===== config.mk =====
export PLATFORM = sky130hd
export DESIGN_NAME = rbf_emit
export DESIGN_NICKNAME = d
export VERILOG_FILES = /design/src/sv/rbf_pkg.sv /design/src/sv/rbf_emit.sv
export SDC_FILE = /design/constraint.sdc
export NUM_CORES = 1
export LEC_CHECK = 0
export BUFFER_PORTS_ARGS = -buffer_cell sky130_fd_sc_hd__buf_4
export CAP_MARGIN = 20
export CORE_MARGIN = 1
export CORE_UTILIZATION = 60
export CTS_CLUSTER_DIAMETER = 40
export DETAILED_ROUTE_END_ITERATION = 8
export PLACE_DENSITY = 0.84
export SKIP_LAST_GASP = 1
export SLEW_MARGIN = 20
export SYNTH_ARGS = -nofsm -noshare
export SYNTH_HDL_FRONTEND = slang
export SYNTH_SLANG_ARGS = --single-unit

===== constraint.sdc =====
create_clock -name clk -period 11.2 [get_ports clk]
set_clock_uncertainty 0.05 [all_clocks]
set_input_delay 2.8 -clock clk [delete_from_list [all_inputs] [get_ports clk]]
set_output_delay 2.8 -clock clk [all_outputs]
set_load 0.01 [all_outputs]

===== src/sv/rbf_pkg.sv =====
// Shared types and constants for the RGB 3x3 box filter.
// No dependencies; all files but rbf_line_mem import this package.
`default_nettype none

package rbf_pkg;

  localparam int CFG_ADDR_W = 2;
  localparam int CFG_DATA_W = 11;
  localparam int CH_W       = 8;
  localparam int NUM_CH     = 3;
  localparam int PIX_W      = NUM_CH * CH_W;
  localparam int COORD_W    = 10;
  localparam int SUM_W      = 12;
  localparam int MAX_RES    = 3;
  localparam int RES_CNT_W  = 2;

  // floor(sum / 9) == (sum * 7282) >> 16 for every sum of nine bytes
  localparam int RECIP_W     = 13;
  localparam int RECIP_SHIFT = 16;
  localparam logic [RECIP_W-1:0] RECIP9 = 13'd7282;

  localparam logic [CFG_ADDR_W-1:0] CFG_IMAGE_WIDTH  = 2'd0;
  localparam logic [CFG_ADDR_W-1:0] CFG_IMAGE_HEIGHT = 2'd1;

  localparam int WIDTH_RESET  = 320;
  localparam int HEIGHT_RESET = 240;
  localparam int DIM_MIN      = 3;

  typedef logic [PIX_W-1:0]   pixel_t;
  typedef logic [COORD_W-1:0] coord_val_t;

  typedef struct packed {
    logic [CH_W-1:0] red_in;
    logic [CH_W-1:0] green_in;
    logic [CH_W-1:0] blue_in;
  } in_t;

  typedef struct packed {
    coord_val_t      out_row;
    coord_val_t      out_col;
    logic [CH_W-1:0] red_out;
    logic [CH_W-1:0] green_out;
    logic [CH_W-1:0] blue_out;
    logic            last_of_run;
  } out_t;

  // position of a request within the frame
  typedef struct packed {
    logic row0;
    logic row_ge2;
    logic col0;
    logic col1;
    logic col_last;
    logic row_last;
  } pos_t;

  // output coordinates of a request, already cut to the output width
  typedef struct packed {
    coord_val_t row;
    coord_val_t row_m1;
    coord_val_t col;
    coord_val_t col_m1;
  } coords_t;

  typedef struct packed {
    coord_val_t row;
    coord_val_t col;
    pixel_t     px;
  } res_t;

  // all results caused by one request; only entry 0 can be filtered
  typedef struct packed {
    logic [RES_CNT_W-1:0]           cnt;
    logic                           filt;
    logic [NUM_CH-1:0][SUM_W-1:0]   sums;
    res_t [MAX_RES-1:0]             ent;
  } bundle_t;

  function automatic pixel_t pack_px(in_t d);
    return {d.blue_in, d.green_in, d.red_in};
  endfunction

endpackage

`default_nettype wire


===== src/sv/rbf_emit.sv =====
// Result emitter: holds one bundle, sends one result per ready cycle via
// an output register and divides the filtered sums by nine. Uses rbf_pkg.
`default_nettype none

module rbf_emit import rbf_pkg::*; (
  input  wire logic    clk,
  input  wire logic    rst_n,
  input  wire logic    bund_valid,
  input  wire bundle_t bund,
  output logic         bund_ready,
  output logic         out_valid,
  input  wire logic    out_ready,
  output out_t         out_data
);

  logic                 s2_v_r;
  bundle_t              b_r;
  logic [RES_CNT_W-1:0] ptr_r;
  logic                 out_v_r;
  out_t                 out_r;

  logic                 ld;
  logic                 take;
  logic                 last;
  res_t                 e;
  pixel_t               px;
  logic [SUM_W+RECIP_W-1:0] prod [NUM_CH];
  out_t                 out_nxt;

  assign ld   = !out_v_r || out_ready;
  assign take = s2_v_r && ld;
  assign last = (ptr_r == b_r.cnt - RES_CNT_W'(1));

  assign bund_ready = !s2_v_r || (take && last);

  always_comb begin
    e  = b_r.ent[ptr_r];
    px = e.px;
    for (int ch = 0; ch < NUM_CH; ch++) begin
      prod[ch] = (SUM_W+RECIP_W)'(b_r.sums[ch]) * (SUM_W+RECIP_W)'(RECIP9);
      if (b_r.filt && (ptr_r == '0)) begin
        px[ch*CH_W +: CH_W] = prod[ch][RECIP_SHIFT +: CH_W];
      end
    end
    out_nxt.out_row     = e.row;
    out_nxt.out_col     = e.col;
    out_nxt.red_out     = px[0*CH_W +: CH_W];
    out_nxt.green_out   = px[1*CH_W +: CH_W];
    out_nxt.blue_out    = px[2*CH_W +: CH_W];
    out_nxt.last_of_run = last;
  end

  always_ff @(posedge clk) begin
    if (!rst_n) begin
      s2_v_r  <= 1'b0;
      ptr_r   <= '0;
      out_v_r <= 1'b0;
    end else begin
      if (ld) begin
        out_v_r <= take;
      end
      if (bund_ready) begin
        s2_v_r <= bund_valid;
        ptr_r  <= '0;
      end else if (take) begin
        ptr_r <= ptr_r + RES_CNT_W'(1);
      end
    end
  end

  always_ff @(posedge clk) begin
    if (bund_ready) begin
      b_r <= bund;
    end
    if (take) begin
      out_r <= out_nxt;
    end
  end

  assign out_valid = out_v_r;
  assign out_data  = out_r;

endmodule

`default_nettype wire


# Word level (Yosys, flattened, before mapping)
# Cells that the tools add are included.
# totals
input_bits	175
out_inout_bits	47
register_bits	220
# op_classes
bitwise	1
muxes	5
mul	3
eq_ne	1
order_cmp	1
addsub	2
reduce_logical	9
# op_table
cell	count
44-bit binary-select mux with 2-bit select	1
12-bit by 12-bit multiplier with 23-bit output (second input constant)	3
44-bit 2-to-1 mux	1
8-bit 2-to-1 mux	3
1-bit logical AND	3
2-bit by 3-bit less-than comparator with 1-bit output (second input constant)	1
2-bit by 1-bit adder with 2-bit output (second input constant)	1
2-bit == test	1
1-bit zero test	2
2-bit zero test	1
1-bit logical OR	2
2-bit OR reduction	1
2-bit by 1-bit subtractor with 2-bit output (second input constant)	1
1-bit NOT	1

# Logic depth before layout (Yosys ltp)
# depth
word_depth	6
depth_mapped	18
depth_no_buf	18

# Worst setup path after synthesis
# Ideal clock, no wire load.
# synth_path
path_kind	input-to-output
startpoint	input out_ready
endpoint	output bund_ready
arrival_ns	6.661
t_required_ns	8.350
cell_stages	3
n_path_buf	0
slack_ns	1.689
cell_sequence	nand2b_1 nand2_1 nand2_1
# synth_via
elab_chain_len	4
# synth_lines
element	line	source
from (decl)	rbf_emit.sv:12	input wire logic out_ready,
1-bit logical OR	rbf_emit.sv:30	assign ld = !out_v_r || out_ready;
1-bit logical AND	rbf_emit.sv:31	assign take = s2_v_r && ld;
1-bit logical AND	rbf_emit.sv:34	assign bund_ready = !s2_v_r || (take && last);
1-bit logical OR	rbf_emit.sv:34	
to (decl)	rbf_emit.sv:10	output logic bund_ready,
# Every way passes these cells.

# Worst setup path after layout
# Ends and elaborated chain as after synthesis.

==> run_results.csv <==
group,metric,value,unit
global_routing,grt_max_degree,87,
clock_tree,cts_hold_buf,0,
critical_path,cp.required,8.35,ns
finish,syn2layout_area_growth,21.4,%
finish,n_antenna_cell,0,
die,row_count,55,
critical_path,path_class,"input pin to output port",
yosys,seq_area_frac_synth,0.464,
power,power_frac_seq,0.237,
drt,first_pass_iters,5,
power,powerDensity,268,nW/um2
sta,layout_setup_ws,4.86,ns
run,cap_violations,0,
power,ir_drop,0.000175,V
drt,drtIter0Drc,478,
yosys,synth_cell_types,60,
clock_tree,cts_tree,"yes",
drt,wl,31.2,mm
sta,finalSetupTns,0,ns
place,place_congestion,0.919,
drt,drc_errors,0,
power,clockPowerShare,0.204,
yosys,syn_area,14200,um2
finish,mostFrequentLayoutCells,"buf_4, edfxtp_1, ha_1, inv_1, fa_1",
clock_tree,cts-root-to-sink-buffers,3,
global_routing,grt_usage,0.267,
finish,drive_above_1_share,0.226,
finish,final_common_cell,"buf_4",
clock_tree,post-cts-setup-buffer-count,0,
die,fp.dieW,156,um
global_routing,grt_overflow,0,
critical_path,reg2regPathDepth,18,
run_status,run_status,"finished clean",
critical_path,worstPathArrival,3.49,ns
global_routing,grt_pass1_wl,49.5,mm
power,p_int,2.74,mW
drt,wl_per_cell,18.7,um
critical_path,path_max_fanout,9,
sta,timing.final.crit_share,0.566,
power,power.leakage,7.91,nW
worst_hold_path,whs_path_depth,2,
drt,via_per_inst,5.54,
power,p_comb_frac,0.560,
sta,post-route-min-period,6.34,ns
yosys,synth_cells,1093,
sta,setup_violations,0,
drt,antenna_left,0,
critical_path,endpoint_kind,"output port",
worst_hold_path,worstHoldPathType,"flip-flop to flip-flop",
die,core-area,22900,um2
clock_tree,clk_pin_slew,0.06,ns
place,dp_cells,1612,
finish,final_util,0.750,
sta,slew_headroom,0.273,
place,dpl.hpwl,24.0,mm
yosys,synth_edf_count,216,
drt,vias,9238,
die,fp.dieH,156,um
sta,hold_viol,0,
clock_tree,clockRootBuffer,"clkbuf_16",
sta,clock.fmax,158,MHz
place,port_buffers,221,
yosys,syn-num-nets,1556,
sta,rsz0062_at_grt,"no",
global_routing,antenna_found_initial,0,
global_routing,grt_pass1_vias,9994,
place,pre_cts_slack,4.86,ns
clock_tree,cts.sinks,220,
clock_tree,worstSkewPairLatency,0.54,ns
critical_path,startpoint_type,"input pin",
clock_tree,htreeDepth,1,
clock_tree,cts_made_buffers,30,
yosys,ys.flop_type,"edfxtp_1",
die,dieArea,24200,um2
sta,tightest_slew,1.09,ns
yosys,synth-seq-cells,220,
die,io_pins,222,
yosys,syn_avg_cell_area,13.0,um2
finish,fin_cells,1668,
yosys,async_reset_ff_frac,0,
clock_tree,ctsResizeCount,0,
yosys,ys_warn_count,0,
die,start_util,0.618,
sta,slew_violations,0,
finish,final_nets,1794,
power,power_switching,1.86,mW
power,p_sw_frac,0.404,
## synth_stat cells (all sizes together) (2+ instances only)
cell type  count  area, um2
and2           7       46.3
o21ba          2       20.0
o22ai          2       12.5
nand2         54        203
edfxtp       216       6490
nand2b         3       18.8
a211oi         8       60.1
nor4           2       12.5
a311oi         2       17.5
and4           6       52.6
xor2          11       96.3
clkbuf        12       45.0
nor3          11       60.1
fa            87       1740
o21ai         41        205
nor2          23       86.3
a31oi          7       43.8
a31o           4       35.0
a211o          4       35.0
o21a           5       37.5
buf            9       46.3
and3           8       55.1
nor3b          5       37.5
nand3          7       35.0
ha           201       2510
xnor2         17        149
a221oi        16        146
mux2          15        169
dfxtp          4       80.1
a21boi         6       45.0
o31ai          7       52.6
a21oi         37        185
a21o          17        128
a221o          5       50.1
nand4          4       25.0
mux2i         30        300
inv          179        672
or3            4       25.0
o211ai         3       22.5
## sequential cells by signal, summed over array words and instances, names as in the netlist
name       count
b_r          171
out_data      45
out_valid      1
ptr_r          2
s2_v_r         1
## per-layer routing
metal  track usage  vias up  wire, um
met5             0        -         0
met4         0.108        0      1100
met3        0.0650       70      2460
met2         0.466      358     15500
met1         0.319     4416     12100
li1              -     4394         -
## critical path: stages
cell,delay [ns]
buf_4,0.11
nand2b_1,0.16
nand2_1,0.11
nand2_4,0.12
buf_4,0.19
## kinds of logic (layout without fill, tap and decap cells)
group,count (synthesis),count (layout),synth area share
adder cells (fa/ha/maj),288,288,0.301
flip-flops,220,220,0.464
buffers and inverters,201,463,0.0542
AO/OA/AOI/OAI,174,174,0.0826
AND/OR/NAND/NOR,137,137,0.0481
multiplexers,45,45,0.0331
XOR/XNOR,28,28,0.0173
## through the flow
stage,total power [mW],hold WS (ns),cell area (um2)
2_1_floorplan,3.02,0.399,14200
3_3_place_gp,3.57,0.445,16200
3_5_place_dp,3.65,0.463,16200
4_1_cts,4.62,0.476,17200
5_1_grt,5.01,0.497,17200
6_report,4.61,0.477,17200
## path summary, 6_finish.rpt
check                                         start                endpoint  slack, ns
worst max register to register   b_r[157]$_DFFE_PP_   out_data[5]$_DFFE_PP_       5.92
worst min-delay path            s2_v_r$_SDFFE_PN0P_  out_valid$_SDFFE_PN0N_       0.48
worst max-delay path                      out_ready              bund_ready       4.86
worst min register to register  s2_v_r$_SDFFE_PN0P_  out_valid$_SDFFE_PN0N_       0.48
## power groups by stage
stage | registers [mW] | clock network (mW) | logic, mW
2_1_floorplan | 1.12 | 0 | 1.90
3_3_place_gp | 1.10 | 0 | 2.47
3_5_place_dp | 1.11 | 0 | 2.55
4_1_cts | 1.09 | 0.950 | 2.58
5_1_grt | 1.10 | 0.984 | 2.93
6_report | 1.09 | 0.938 | 2.58
## cell type report
cell class | instances | area, um2
well taps | 313 | 392
repair buffers | 227 | 1700
inverters | 180 | 677
clock inverters | 21 | 230
fillers | 1427 | 5730
flip-flops and latches | 220 | 6570
clock buffers | 35 | 779
multi-input cells | 672 | 6840
Note: power is estimated with default switching activity, not from simulation.
