$ cat src/sv/rbf_pkg.sv
// Shared types and constants for the RGB 3x3 box filter.
// No dependencies; all files but rbf_line_mem import this package.
`default_nettype none

package rbf_pkg;

  localparam int CFG_ADDR_W = 2;
  localparam int CFG_DATA_W = 11;
  localparam int CH_W       = 8;
  localparam int NUM_CH     = 3;
  localparam int PIX_W      = NUM_CH * CH_W;
  localparam int COORD_W    = 10;
  localparam int SUM_W      = 12;
  localparam int MAX_RES    = 3;
  localparam int RES_CNT_W  = 2;

  // floor(sum / 9) == (sum * 7282) >> 16 for every sum of nine bytes
  localparam int RECIP_W     = 13;
  localparam int RECIP_SHIFT = 16;
  localparam logic [RECIP_W-1:0] RECIP9 = 13'd7282;

  localparam logic [CFG_ADDR_W-1:0] CFG_IMAGE_WIDTH  = 2'd0;
  localparam logic [CFG_ADDR_W-1:0] CFG_IMAGE_HEIGHT = 2'd1;

  localparam int WIDTH_RESET  = 320;
  localparam int HEIGHT_RESET = 240;
  localparam int DIM_MIN      = 3;

  typedef logic [PIX_W-1:0]   pixel_t;
  typedef logic [COORD_W-1:0] coord_val_t;

  typedef struct packed {
    logic [CH_W-1:0] red_in;
    logic [CH_W-1:0] green_in;
    logic [CH_W-1:0] blue_in;
  } in_t;

  typedef struct packed {
    coord_val_t      out_row;
    coord_val_t      out_col;
    logic [CH_W-1:0] red_out;
    logic [CH_W-1:0] green_out;
    logic [CH_W-1:0] blue_out;
    logic            last_of_run;
  } out_t;

  // position of a request within the frame
  typedef struct packed {
    logic row0;
    logic row_ge2;
    logic col0;
    logic col1;
    logic col_last;
    logic row_last;
  } pos_t;

  // output coordinates of a request, already cut to the output width
  typedef struct packed {
    coord_val_t row;
    coord_val_t row_m1;
    coord_val_t col;
    coord_val_t col_m1;
  } coords_t;

  typedef struct packed {
    coord_val_t row;
    coord_val_t col;
    pixel_t     px;
  } res_t;

  // all results caused by one request; only entry 0 can be filtered
  typedef struct packed {
    logic [RES_CNT_W-1:0]           cnt;
    logic                           filt;
    logic [NUM_CH-1:0][SUM_W-1:0]   sums;
    res_t [MAX_RES-1:0]             ent;
  } bundle_t;

  function automatic pixel_t pack_px(in_t d);
    return {d.blue_in, d.green_in, d.red_in};
  endfunction

endpackage

`default_nettype wire

$ cat src/sv/rbf_window.sv
// Window stage: holds one request, combines it with the line store read and
// the 2x3 window into a result bundle, and writes the rotated lines back. Uses rbf_pkg.
`default_nettype none

module rbf_window import rbf_pkg::*; #(
  parameter int ADDR_W = 10
) (
  input  wire logic                 clk,
  input  wire logic                 rst_n,
  input  wire logic                 load,
  input  wire pixel_t               ld_px,
  input  wire pos_t                 ld_pos,
  input  wire coords_t              ld_coord,
  input  wire logic [ADDR_W-1:0]    ld_addr,
  input  wire logic [2*PIX_W-1:0]   rd_data,
  input  wire logic                 bund_ready,
  output logic                      s1_valid,
  output logic                      s1_adv,
  output logic                      bund_valid,
  output bundle_t                   bund,
  output logic                      wr_en,
  output logic [ADDR_W-1:0]         wr_addr,
  output logic [2*PIX_W-1:0]        wr_data
);

  logic              s1_v_r;
  pixel_t            px_r;
  pos_t              pos_r;
  coords_t           coord_r;
  logic [ADDR_W-1:0] addr_r;
  pixel_t            win_r [6];

  pixel_t  top;
  pixel_t  mid;
  bundle_t b;

  assign top = rd_data[2*PIX_W-1:PIX_W];
  assign mid = rd_data[PIX_W-1:0];

  always_comb begin
    b = '0;
    for (int ch = 0; ch < NUM_CH; ch++) begin
      b.sums[ch] = ((SUM_W'(win_r[0][ch*CH_W +: CH_W]) + SUM_W'(win_r[1][ch*CH_W +: CH_W]))
                 + (SUM_W'(win_r[2][ch*CH_W +: CH_W]) + SUM_W'(win_r[3][ch*CH_W +: CH_W])))
                 + ((SUM_W'(win_r[4][ch*CH_W +: CH_W]) + SUM_W'(win_r[5][ch*CH_W +: CH_W]))
                 + (SUM_W'(top[ch*CH_W +: CH_W]) + SUM_W'(mid[ch*CH_W +: CH_W])))
                 + SUM_W'(px_r[ch*CH_W +: CH_W]);
    end
    if (pos_r.row0) begin
      b.ent[b.cnt] = '{row: coord_r.row, col: coord_r.col, px: px_r};
      b.cnt        = b.cnt + RES_CNT_W'(1);
    end else if (pos_r.row_ge2) begin
      if (!pos_r.col0) begin
        // left border of the row above passes through from the window
        if (pos_r.col1) begin
          b.ent[b.cnt] = '{row: coord_r.row_m1, col: coord_r.col_m1, px: win_r[4]};
        end else begin
          b.filt       = 1'b1;
          b.ent[b.cnt] = '{row: coord_r.row_m1, col: coord_r.col_m1, px: '0};
        end
        b.cnt = b.cnt + RES_CNT_W'(1);
        if (pos_r.col_last) begin
          b.ent[b.cnt] = '{row: coord_r.row_m1, col: coord_r.col, px: mid};
          b.cnt        = b.cnt + RES_CNT_W'(1);
        end
      end
      if (pos_r.row_last) begin
        b.ent[b.cnt] = '{row: coord_r.row, col: coord_r.col, px: px_r};
        b.cnt        = b.cnt + RES_CNT_W'(1);
      end
    end
  end

  // a request that causes no result leaves without waiting for the emitter
  assign s1_adv     = s1_v_r && ((b.cnt == '0) || bund_ready);
  assign s1_valid   = s1_v_r;
  assign bund_valid = s1_v_r && (b.cnt != '0);
  assign bund       = b;

  // columns repeat only every image width (at least three requests), so the
  // write back always lands before the next read of the same column
  assign wr_en   = s1_adv;
  assign wr_addr = addr_r;
  assign wr_data = {mid, px_r};

  always_ff @(posedge clk) begin
    if (!rst_n) begin
      s1_v_r <= 1'b0;
      for (int i = 0; i < 6; i++) begin
        win_r[i] <= '0;
      end
    end else begin
      if (load) begin
        s1_v_r <= 1'b1;
      end else if (s1_adv) begin
        s1_v_r <= 1'b0;
      end
      if (s1_adv) begin
        win_r[0] <= win_r[3];
        win_r[1] <= win_r[4];
        win_r[2] <= win_r[5];
        win_r[3] <= top;
        win_r[4] <= mid;
        win_r[5] <= px_r;
      end
    end
  end

  always_ff @(posedge clk) begin
    if (load) begin
      px_r    <= ld_px;
      pos_r   <= ld_pos;
      coord_r <= ld_coord;
      addr_r  <= ld_addr;
    end
  end

endmodule

`default_nettype wire

$ cat config.mk
export PLATFORM = sky130hd
export DESIGN_NAME = rbf_window
export DESIGN_NICKNAME = d
export VERILOG_FILES = /design/src/sv/rbf_pkg.sv /design/src/sv/rbf_window.sv
export SDC_FILE = /design/constraint.sdc
export NUM_CORES = 1
export LEC_CHECK = 0
export ABC_AREA = 1
export BUFFER_PORTS_ARGS = -buffer_cell sky130_fd_sc_hd__buf_2
export CAP_MARGIN = 40
export CORE_AREA = 2 2 165 167
export CTS_BUF_LIST = sky130_fd_sc_hd__clkbuf_2 sky130_fd_sc_hd__clkbuf_4 sky130_fd_sc_hd__clkbuf_8
export DETAILED_ROUTE_END_ITERATION = 8
export DIE_AREA = 0 0 167 169
export HOLD_SLACK_MARGIN = 0.15
export PLACE_DENSITY = 0.83
export SLEW_MARGIN = 30
export SYNTH_ARGS = -nofsm -noshare
export SYNTH_HDL_FRONTEND = slang
export SYNTH_SLANG_ARGS = --single-unit
$ cat constraint.sdc
create_clock -name clk -period 6.6 [get_ports clk]
set_input_delay 0.33 -clock clk [delete_from_list [all_inputs] [get_ports clk]]
set_output_delay 0.33 -clock clk [all_outputs]
set_load 0.1 [all_outputs]
Word-level counts from Yosys, hierarchy flattened

Memory sizes are Yosys's and may differ from the RTL's.
Index checks and enable logic that the tools add are counted.

Order comparisons: 2
Add/subtract/negate cells: 25
Multiplexer cells: 33
Bitwise logic cells: 6
Reduce and logical (&&, ||, !) cells: 7

Operator list:

| kind                  | count |
|---|---|
| $mux W88              | 4 |
| $mux W132             | 2 |
| $mux W24              | 7 |
| $bwmux W132           | 1 |
| $mux W44              | 3 |
| $add A8 B8 Y9         | 12 |
| $demux W44 S2         | 1 |
| $add A9 B9 Y10        | 6 |
| $add A11 B8 Y12       | 3 |
| $add A10 B10 Y11      | 3 |
| $mux W3               | 4 |
| $mux W1               | 8 |
| $mux W2               | 3 |
| $or A1 B1 Y1          | 6 |
| $reduce_bool A2 Y1    | 2 |
| $logic_and A1 B1 Y1   | 3 |
| $lt A2 B3 Y1 const B  | 1 |
| $add A2 B1 Y2 const B | 1 |
| $ge A2 B1 Y1 const B  | 1 |
| $logic_not A2 Y1      | 1 |
| $logic_or A1 B1 Y1    | 1 |

Bits in writable memories: 144
Register bits: 81
Memories: 1
Output and inout port bits: 233

Memory list:

| memory | words | width | read ports | clocked after Yosys merged registers in | wr ports | line             | RTL |
|---|---|---|---|---|---|---|---|
| win_r  | 6     | 24    | 6          | 0                                       | 6        | rbf_window.sv:31 | `pixel_t win_r [6];` |

Longest topological paths before layout

Gate-level depths: netlist of run 1.

Word-level depth: 15
Mapped depth: 16

Worst setup path before layout of run 1

OpenSTA, ideal clock, no wires.

Kind: register to output
From: register px_r[18]
To: output bund[164] in the netlist's numbering
Path buffers: 0
Setup slack: 0.517 ns
Arrival: 5.753 ns
Cell stages (with the launch flop): 16
Cells stage by stage: edfxtp_1 > inv_1 > fa_1 > inv_1 > fa_1 > fa_1 > inv_1 > fa_1 > inv_1 > ha_1 > inv_1 > fa_1 > o21ai_0 > nand3_1 > nand2_1 > xor2_1

RTL lines:

| what                   | line              | RTL |
|---|---|---|
| start, declared        | rbf_window.sv:27  | `pixel_t px_r;` |
| start signal, assigned | rbf_window.sv:111 | `px_r <= ld_px;` |
| end, declared          | rbf_window.sv:20  | `output bundle_t bund,` |

==> flow_summary_export.csv, run 1 <==
group,metric,value,unit
clocking,cts_buffers,40,
cells_and_area,final_cell_area,18400,µm²
sta,fmax,187,MHz
synth,synth_seq_cells,225,
worst_setup_path,crit_family,"adder cells",
floorplanning,core_region_area,26500,µm²
worst_setup_path,required,6.27,ns
floorplanning,die_height,169,µm
global_route,grt_pass1_vias,12300,
sta,fin_crit,5.34,ns
worst_setup_path,start_kind,"register",
place,port_buffers,364,
synth,yosysSeqAreaShare,46.0,%
sta,timing_worst_slew_pin_value,0.801,ns
synth,synthAdderAreaFrac,25.5,%
floorplanning,start_util,55.3,%
detailed_routing,totalWireLength,40.6,mm
synth,synth.area.mux_share,0,%
clocking,clk_path_buf_depth,3,
place,hpwl,27.6,mm
detailed_routing,avgRoutedWirePerCell,18.5,µm
global_route,gr-usage-met2,50.8,%
floorplanning,pin_count,365,
cells_and_area,seq_area,6750,µm²
synth,ys.flop_type,"edfxtp_1",
sta,setup_violations,0,
sta,hold_viol_final,0,
cells_and_area,layout.cells.non_filler,2194,
global_route,grt_antenna_before_repair,2,
worst_setup_path,crit_path_max_fanout,5,
floorplanning,die_area,28200,µm²
detailed_routing,num_vias,11600,
clocking,post_cts_buffers,0,
clocking,clkSinkCount,225,
flow_run,cap_violations,0,
place,post-place-ws,1.82,ns
detailed_routing,vias_per_cell,5.28,
cells_and_area,fillers,1839,
worst_setup_path,worstPathCellList,"inv_1 -> fa_1 -> inv_1 -> fa_1 -> fa_1 -> inv_1 -> fa_1 -> inv_1 -> ha_1 -> inv_1 -> fa_1 -> o21ai_0 -> nand4_1 -> nand2_1 -> nand2_1 -> nand2_1 -> buf_2",
synth,yosys.area.top_type,"edfxtp_1",
synth,synth_top_family_by_area,"adder cells",
global_route,grt_overflow,0,
global_route,grt_max_degree,70,
worst_setup_path,end_kind,"primary output",
global_route,use_met1,33.2,%
synth,synth_edf_count,224,
synth,asyncSetResetFlopFracSynth,0,%
cells_and_area,final_cell_mix,"inv_1, buf_2, nor2_1",
worst_setup_path,critPathKind,"reg2out",
floorplanning,rows,60,
clocking,clockRootBuffer,"clkbuf_8",
sta,period_share,80.9,%
detailed_routing,drt_iter0_drc,882,
place,place_inst,2029,
sta,rsz0062_at_grt,"false",
global_route,grt_pass1_wl,63.4,mm
global_route,grt_util_met3,5.28,%
synth,syn_nets,1711,
cells_and_area,layout_commonest_cell,"inv_1",
synth,yosys.area_share.simple,9.34,%
sta,final.setup_skew,0.0214,ns
sta,relSlewSlack,46.4,%
synth,synth.top_cell.area_share,45.9,%
cells_and_area,nets,2154,
cells_and_area,drive_gt1_share,24.1,%
synth,synthTopCellsByArea,"edfxtp_1, fa_1, inv_1",
detailed_routing,dr.pass1.iters,5,
sta,drv_slew,0,
synth,synth_cells,1378,
synth,syn_area,14700,µm²
synth,yosysUniqueCellTypes,30,
clocking,clk_pin_slew,0.06,ns
worst_setup_path,max_stage_delay,0.49,ns
sta,timing.final.ws_setup,1.26,ns
status,status,"complete, no violations",
synth,synth_xor_xnor_area_share,1.08,%
worst_setup_path,path_buf_inv,6,
worst_setup_path,arrival,5.01,ns
sta,fin_setup_tns,0,ns
synth,synth_compound_area_share,5.86,%
synth,yosys_warnings,0,
clocking,insertion_delay,0.54,ns
worst_setup_path,slowest_stage,"fa_1",
cells_and_area,multi_input_area,6140,µm²
place,place_congestion,0.918,
detailed_routing,ant_nets,0,
place,place_area,16700,µm²
detailed_routing,route.detailed.drc,0,
cells_and_area,area_delta_synth_final,25.6,%
clocking,cts_tree,"built",
global_route,grt-busiest-layer,"met2",
worst_hold_path,hp-class,"in2reg",
global_route,track_usage,28.7,%
synth,avgSynthCellArea,10.6,µm²
clocking,cts_max_level,2,
floorplanning,die_w,167,µm
path summary, 6_finish.rpt:
kind	endpoint	start	depth (start not counted)	slack [ns]
worst max register to register	win_r[0][73]$_SDFFCE_PN0P_	pos_r[5]$_DFFE_PP_	10	2.61
worst min register to register	win_r[0][57]$_SDFFCE_PN0P_	win_r[0][129]$_SDFFCE_PN0P_	2	0.60
worst max-delay path	bund[166]	px_r[18]$_DFFE_PP_	17	1.26
worst min-delay path	win_r[0][75]$_SDFFCE_PN0P_	rd_data[27]	3	0.17
timing repair:
action / in CTS / in global routing
hold endpoints to repair: 89 / 0
hold buffers: 90 / 0
gates resized for setup: 0 / 0
setup endpoints to repair: 0 / 0
registers in the layout, summed over array words and instances, names as in the netlist:
signal,count
pos_r,6
win_r,144
wr_addr,10
px_r,24
coord_r,40
s1_valid,1
through the flow:
stage	hold slack [ns]	util, %
6_report	0.166	69.5
5_1_grt	0.154	69.5
4_1_cts	0.151	69.4
3_5_place_dp	0.508	62.9
3_3_place_gp	0.506	62.6
2_1_floorplan	0.429	-
layout make-up:
cell class,count,area share [%]
Sequential cell,225,36.6
Multi-Input combinational cell,717,33.3
Timing Repair Buffer,467,15.7
Inverter,370,7.54
Clock buffer,55,3.63
Tap cell,341,2.32
Clock inverter,17,0.849
Antenna cell,2,0.0272
cells in the mapped netlist (all sizes together) (23+ instances only):
cell,instances
inv,368
nor2,230
o21ai,28
o22ai,59
a21oi,42
edfxtp,224
clkbuf,23
nand3,30
nand2,85
ha,39
fa,162
buf,43
kinds of logic after synthesis:
logic type                 after synthesis
xor gates and xnor gates                18
DFF                                    225
and+or+nand+nor                        350
adders and majority gates              201
buffers and inverters                  436
AOI/OAI and AO/OA                      148
per-layer routing:
| metal | wire length (µm) | share of wire, % |
|---|---|---|
| met1 | 14400 | 35 |
| met2 | 20600 | 51 |
| met3 | 3380 | 8.3 |
| met4 | 2220 | 5.5 |
| met5 | 0 | 0 |
worst register-to-register path, stage by stage (launching register included):
cell and delay [ns]:
edfxtp_1 0.41, inv_2 0.09, nand2_2 0.46, nor2_1 0.60
nand2_1 0.41, nand3_1 0.33, nand2_1 0.16, nand3_4 0.39
buf_4 0.45, buf_16 0.31, nor2_1 0.15
Power of run 1 is left out: the tool's default activity adds up to more than one toggle a clock period on the data nets, which glitch-free logic cannot reach.
==> inputs of run 2 (changes only) <==
- CORE_AREA: 2 2 165 167 -> 2 2 173 175
- DIE_AREA: 0 0 167 169 -> 0 0 175 177
- PLACE_DENSITY: 0.83 -> 0.79
- clock period: 6.6 -> 4.3 ns (I/O delays scaled with it)
==> flow_summary_export.csv, run 2 (synthesis results as in run 1) <==
group,metric,value,unit
status,status,"complete, but fails checks",
status,violations,"negative setup slack",
place,hpwl,29.8,mm
sta,drv_slew,0,
floorplanning,die_area,31000,µm²
sta,hold_viol_final,0,
sta,relSlewSlack,48.4,%
clocking,clk_pin_slew,0.07,ns
detailed_routing,vias_per_cell,5.33,
clocking,cts_max_level,2,
sta,setup_violations,25,
clocking,insertion_delay,0.54,ns
cells_and_area,largest_registers,"win_r x144, coord_r x40, px_r x24",
worst_setup_path,end_kind,"primary output",
detailed_routing,avgRoutedWirePerCell,20.3,µm
sta,timing.final.ws_setup,-0.548,ns
place,port_buffers,364,
worst_setup_path,required,4.09,ns
detailed_routing,totalWireLength,47.9,mm
worst_setup_path,crit_path_max_fanout,3,
cells_and_area,area_delta_synth_final,51.7,%
cells_and_area,regMostFlops,"win_r",
floorplanning,die_height,177,µm
sta,fmax,206,MHz
cells_and_area,layout_commonest_cell,"inv_1",
global_route,track_usage,29.7,%
clocking,clkSinkCount,225,
place,place_congestion,0.887,
detailed_routing,route.detailed.drc,0,
clocking,clk_path_buf_depth,3,
detailed_routing,ant_nets,0,
cells_and_area,nets,2268,
clocking,cts_tree,"built",
detailed_routing,drt_iter0_drc,979,
sta,fin_crit,4.85,ns
floorplanning,die_w,175,µm
floorplanning,core_region_area,29200,µm²
detailed_routing,num_vias,12500,
global_route,grt_pass1_vias,13600,
place,post-place-ws,0.0307,ns
global_route,grt_pass1_wl,70.9,mm
global_route,grt_antenna_before_repair,4,
cells_and_area,final_cell_mix,"inv_1, buf_2, nor2_1",
worst_setup_path,arrival,4.63,ns
floorplanning,start_util,50.1,%
cells_and_area,fillers,1633,
cells_and_area,drive_gt1_share,34.4,%
detailed_routing,dr.pass1.iters,5,
floorplanning,rows,63,
sta,rsz0062_at_grt,"true",
global_route,grt_max_degree,85,
cells_and_area,largest_reg_flops,144,
flow_run,cap_violations,0,
sta,timing_worst_slew_pin_value,0.773,ns
clocking,cts_buffers,39,
clocking,clockRootBuffer,"clkbuf_8",
cells_and_area,seq_area,6750,µm²
sta,period_share,113,%
sta,worst_hold_slack,0.211,ns
worst_setup_path,critPathKind,"reg2out",
cells_and_area,multi_input_area,7250,µm²
worst_setup_path,start_kind,"register",
sta,final.setup_skew,0.0228,ns
floorplanning,pin_count,365,
global_route,grt_overflow,0,
worst_hold_path,hp-class,"in2reg",
==> run 2: cell count changes in the layout (fill, tap and decap cells not counted), sizes merged, moves of 3 or more <==
cell | before | now
buf | 377 | 455
bufinv | 3 | 0
clkbuf | 55 | 48
clkinv | 15 | 20
dlygate4sd3 | 90 | 127
inv | 368 | 365
==> run 2: repair_timing <==
action / CTS / global route
setup buffers: 43 / 24
hold buffers: 127 / 0
endpoints found under the setup margin: 27 / 27
pin swaps: 93 / 54
hold endpoints to repair: 126 / 0
gates resized for setup: 92 / 45
==> run 2: critical path: stages (launching register included) <==
cell and delay, ns:
edfxtp_1 0.39, inv_2 0.10, fa_1 0.41, inv_1 0.10
fa_1 0.44, fa_1 0.53, inv_1 0.06, fa_1 0.45
inv_2 0.09, ha_4 0.14, inv_2 0.05, fa_2 0.38
o21ai_4 0.22, nand4_1 0.20, nand2_1 0.18, nand2_2 0.11
nand2_8 0.07, buf_12 0.17
==> run 2: per-stage QoR <==
| stage | instance area (µm²) | cells | TNS, ns | utilization, % |
|---|---|---|---|---|
| 6_report | 22200 | 2354 | -6.16 | 76.0 |
| 5_1_grt | 22200 | 2354 | -9.49 | 76.0 |
| 4_1_cts | 21900 | 2327 | -4.69 | 74.8 |
| 3_5_place_dp | 19200 | 2091 | 0 | 65.7 |
| 3_3_place_gp | 19100 | 2089 | 0 | 65.5 |
| 2_1_floorplan | 15400 | 1378 | -8.83 | - |
==> run 2: layout make-up <==
cell class | count | share of cell area (%)
diodes | 4 | 0.0450
inverters | 370 | 6.32
multi-input cells | 717 | 32.6
flip-flops and latches | 225 | 30.3
clock inverters | 18 | 0.326
well taps | 390 | 2.19
repair buffers | 582 | 25.4
clock buffers | 48 | 2.77
==> run 2: metal layers <==
layer | global-route usage, % | wire length (µm) | vias to the layer above
met5 | 0 | 0 | -
met4 | 15.5 | 2690 | 0
met3 | 6.06 | 3970 | 225
met2 | 52.9 | 25000 | 780
met1 | 33.7 | 16200 | 6151
li1 | - | - | 5380
==> run 2: worst paths after layout <==
| check | from | endpoint | slack, ns | cells after the start |
|---|---|---|---|---|
| setup / recovery | px_r[2]$_DFFE_PP_ | bund[142] | -0.55 | 17 |
| setup reg to reg | pos_r[4]$_DFFE_PP_ | win_r[0][4]$_SDFFCE_PN0P_ | 1.01 | 8 |
| hold / removal | rd_data[3] | win_r[0][99]$_SDFFCE_PN0P_ | 0.21 | 4 |
| hold reg to reg | win_r[0][81]$_SDFFCE_PN0P_ | win_r[0][9]$_SDFFCE_PN0P_ | 0.61 | 2 |
Power of run 2 is left out for the same reason.
==> inputs of run 3 (changes only) <==
- CORE_AREA: 2 2 173 175 -> 2 2 165 167
- DIE_AREA: 0 0 175 177 -> 0 0 167 169
- PLACE_DENSITY: 0.79 -> 0.83
- clock period: 4.3 -> 6.1 ns (I/O delays scaled with it)
==> flow_summary_export.csv, run 3 (synthesis results as in run 1) <==
group,metric,value,unit
worst_setup_path,startpoint,"rd_data[18]",
worst_setup_path,r2r_start,"pos_r[5]$_DFFE_PP_",
cells_and_area,layout_commonest_cell,"inv_1",
detailed_routing,dr.pass1.iters,6,
worst_setup_path,required,5.79,ns
clocking,cts_buffers,39,
detailed_routing,num_vias,11700,
worst_setup_path,start_kind,"input port",
worst_setup_path,critPathKind,"in2out",
worst_setup_path,crit_path_max_fanout,3,
floorplanning,rows,60,
flow_run,cap_violations,0,
global_route,grt_antenna_before_repair,0,
sta,fin_crit,5.54,ns
global_route,track_usage,28.9,%
global_route,grt_pass1_wl,63.5,mm
clocking,clk_pin_slew,0.06,ns
floorplanning,die_area,28200,µm²
cells_and_area,antenna_cells,0,
sta,timing_worst_slew_pin_value,0.792,ns
detailed_routing,avgRoutedWirePerCell,18.6,µm
cells_and_area,nets,2180,
global_route,grt_pass1_vias,12500,
clocking,cts_max_level,2,
sta,drv_slew,0,
worst_setup_path,end_kind,"primary output",
clocking,cts_tree,"built",
cells_and_area,regMostFlops,"win_r",
place,port_buffers,364,
clocking,insertion_delay,0.54,ns
floorplanning,core_region_area,26500,µm²
sta,rsz0062_at_grt,"false",
floorplanning,die_height,169,µm
floorplanning,pin_count,365,
cells_and_area,final_cell_mix,"inv_1, buf_2, nor2_1",
status,status,"complete, no violations",
worst_hold_path,hp-class,"in2reg",
sta,fmax,181,MHz
worst_hold_path,hold_depth,3,
place,hpwl,27.8,mm
clocking,clockRootBuffer,"clkbuf_8",
place,place_congestion,0.896,
floorplanning,start_util,55.3,%
clocking,post_cts_buffers,0,
worst_hold_path,hp-start,"rd_data[13]",
worst_setup_path,r2r_cells,9,
detailed_routing,drt_iter0_drc,997,
global_route,grt_max_degree,61,
sta,fin_setup_tns,0,ns
detailed_routing,route.detailed.drc,0,
floorplanning,die_w,167,µm
sta,final.setup_skew,0.0214,ns
sta,setup_violations,0,
global_route,grt_overflow,0,
cells_and_area,largest_reg_flops,144,
sta,period_share,90.8,%
cells_and_area,drive_gt1_share,23.8,%
detailed_routing,totalWireLength,41.2,mm
sta,hold_viol_final,0,
cells_and_area,area_delta_synth_final,27.5,%
sta,relSlewSlack,47.0,%
worst_setup_path,arrival,5.23,ns
clocking,clkSinkCount,225,
detailed_routing,ant_nets,0,
clocking,clk_path_buf_depth,3,
cells_and_area,largest_registers,"win_r x144, coord_r x40, px_r x24",
detailed_routing,vias_per_cell,5.30,
run 3: cell types whose count changed in the layout (fill, tap and decap cells not counted), moves of 11 or more:
| cell | change |
|---|---|
| nand2_1 | +25 |
| nand2_4 | -11 |
| buf_12 | -117 |
| ha_1 | +21 |
| ha_4 | -17 |
| buf_4 | -64 |
| buf_2 | +117 |
| nand3_1 | +12 |
| xor2_1 | +16 |
| buf_6 | -13 |
| inv_2 | -44 |
| inv_1 | +49 |
| xor2_4 | -16 |
| a21oi_1 | +12 |
run 3: critical path, stage by stage:
cell and delay, ns:
dlygate4sd3_1 0.53, buf_2 0.11, inv_1 0.08, fa_1 0.55
inv_1 0.05, fa_1 0.46, fa_1 0.50, inv_1 0.06
fa_1 0.45, inv_1 0.07, ha_1 0.22, inv_1 0.10
fa_1 0.47, o21ai_0 0.41, nand4_1 0.19, nand2_1 0.11
nand2_1 0.06, nand2_1 0.07, buf_2 0.44
run 3: layer usage:
metal  vias up  global-route usage, %  wire, µm
li1       5211                      -         -
met4         0                   14.6      2060
met3       168                   6.03      3720
met2       717                   51.3     21100
met5         -                      0         0
met1      5628                   33.3     14300
run 3: final timing paths:
check                                                    to  slack [ns]
worst max-delay path                              bund[166]        0.56
worst min-delay path            win_r[0][109]$_SDFFCE_PN0P_        0.17
worst max register to register  win_r[0][113]$_SDFFCE_PN0P_        2.26
worst min register to register   win_r[0][59]$_SDFFCE_PN0P_        0.61
run 3: layout make-up:
type | instances | area (µm²)
Sequential cell | 225 | 6750
Inverter | 370 | 1390
Tap cell | 341 | 427
Clock buffer | 50 | 619
Clock inverter | 17 | 238
Timing Repair Buffer | 494 | 3130
Fill cell | 1754 | 7810
Multi-Input combinational cell | 717 | 6140
run 3: repair_timing:
| item | 4_1_cts | 5_1_grt |
|---|---|---|
| resized for setup | 0 | 0 |
| hold buffers | 117 | 0 |
| endpoints found under the hold margin | 116 | 0 |
run 3: metrics by stage:
stage	utilization, %	hold WS [ns]	cells	setup WS, ns	instance area (µm²)
6_report	70.5	0.175	2214	0.563	18700
5_1_grt	70.5	0.180	2214	0.362	18700
4_1_cts	70.5	0.151	2214	0.675	18700
3_5_place_dp	62.9	0.483	2030	1.24	16700
3_3_place_gp	62.6	0.481	2027	1.40	16600
2_1_floorplan	-	0.404	1378	0.0419	14700
Power of run 3 is left out for the same reason.
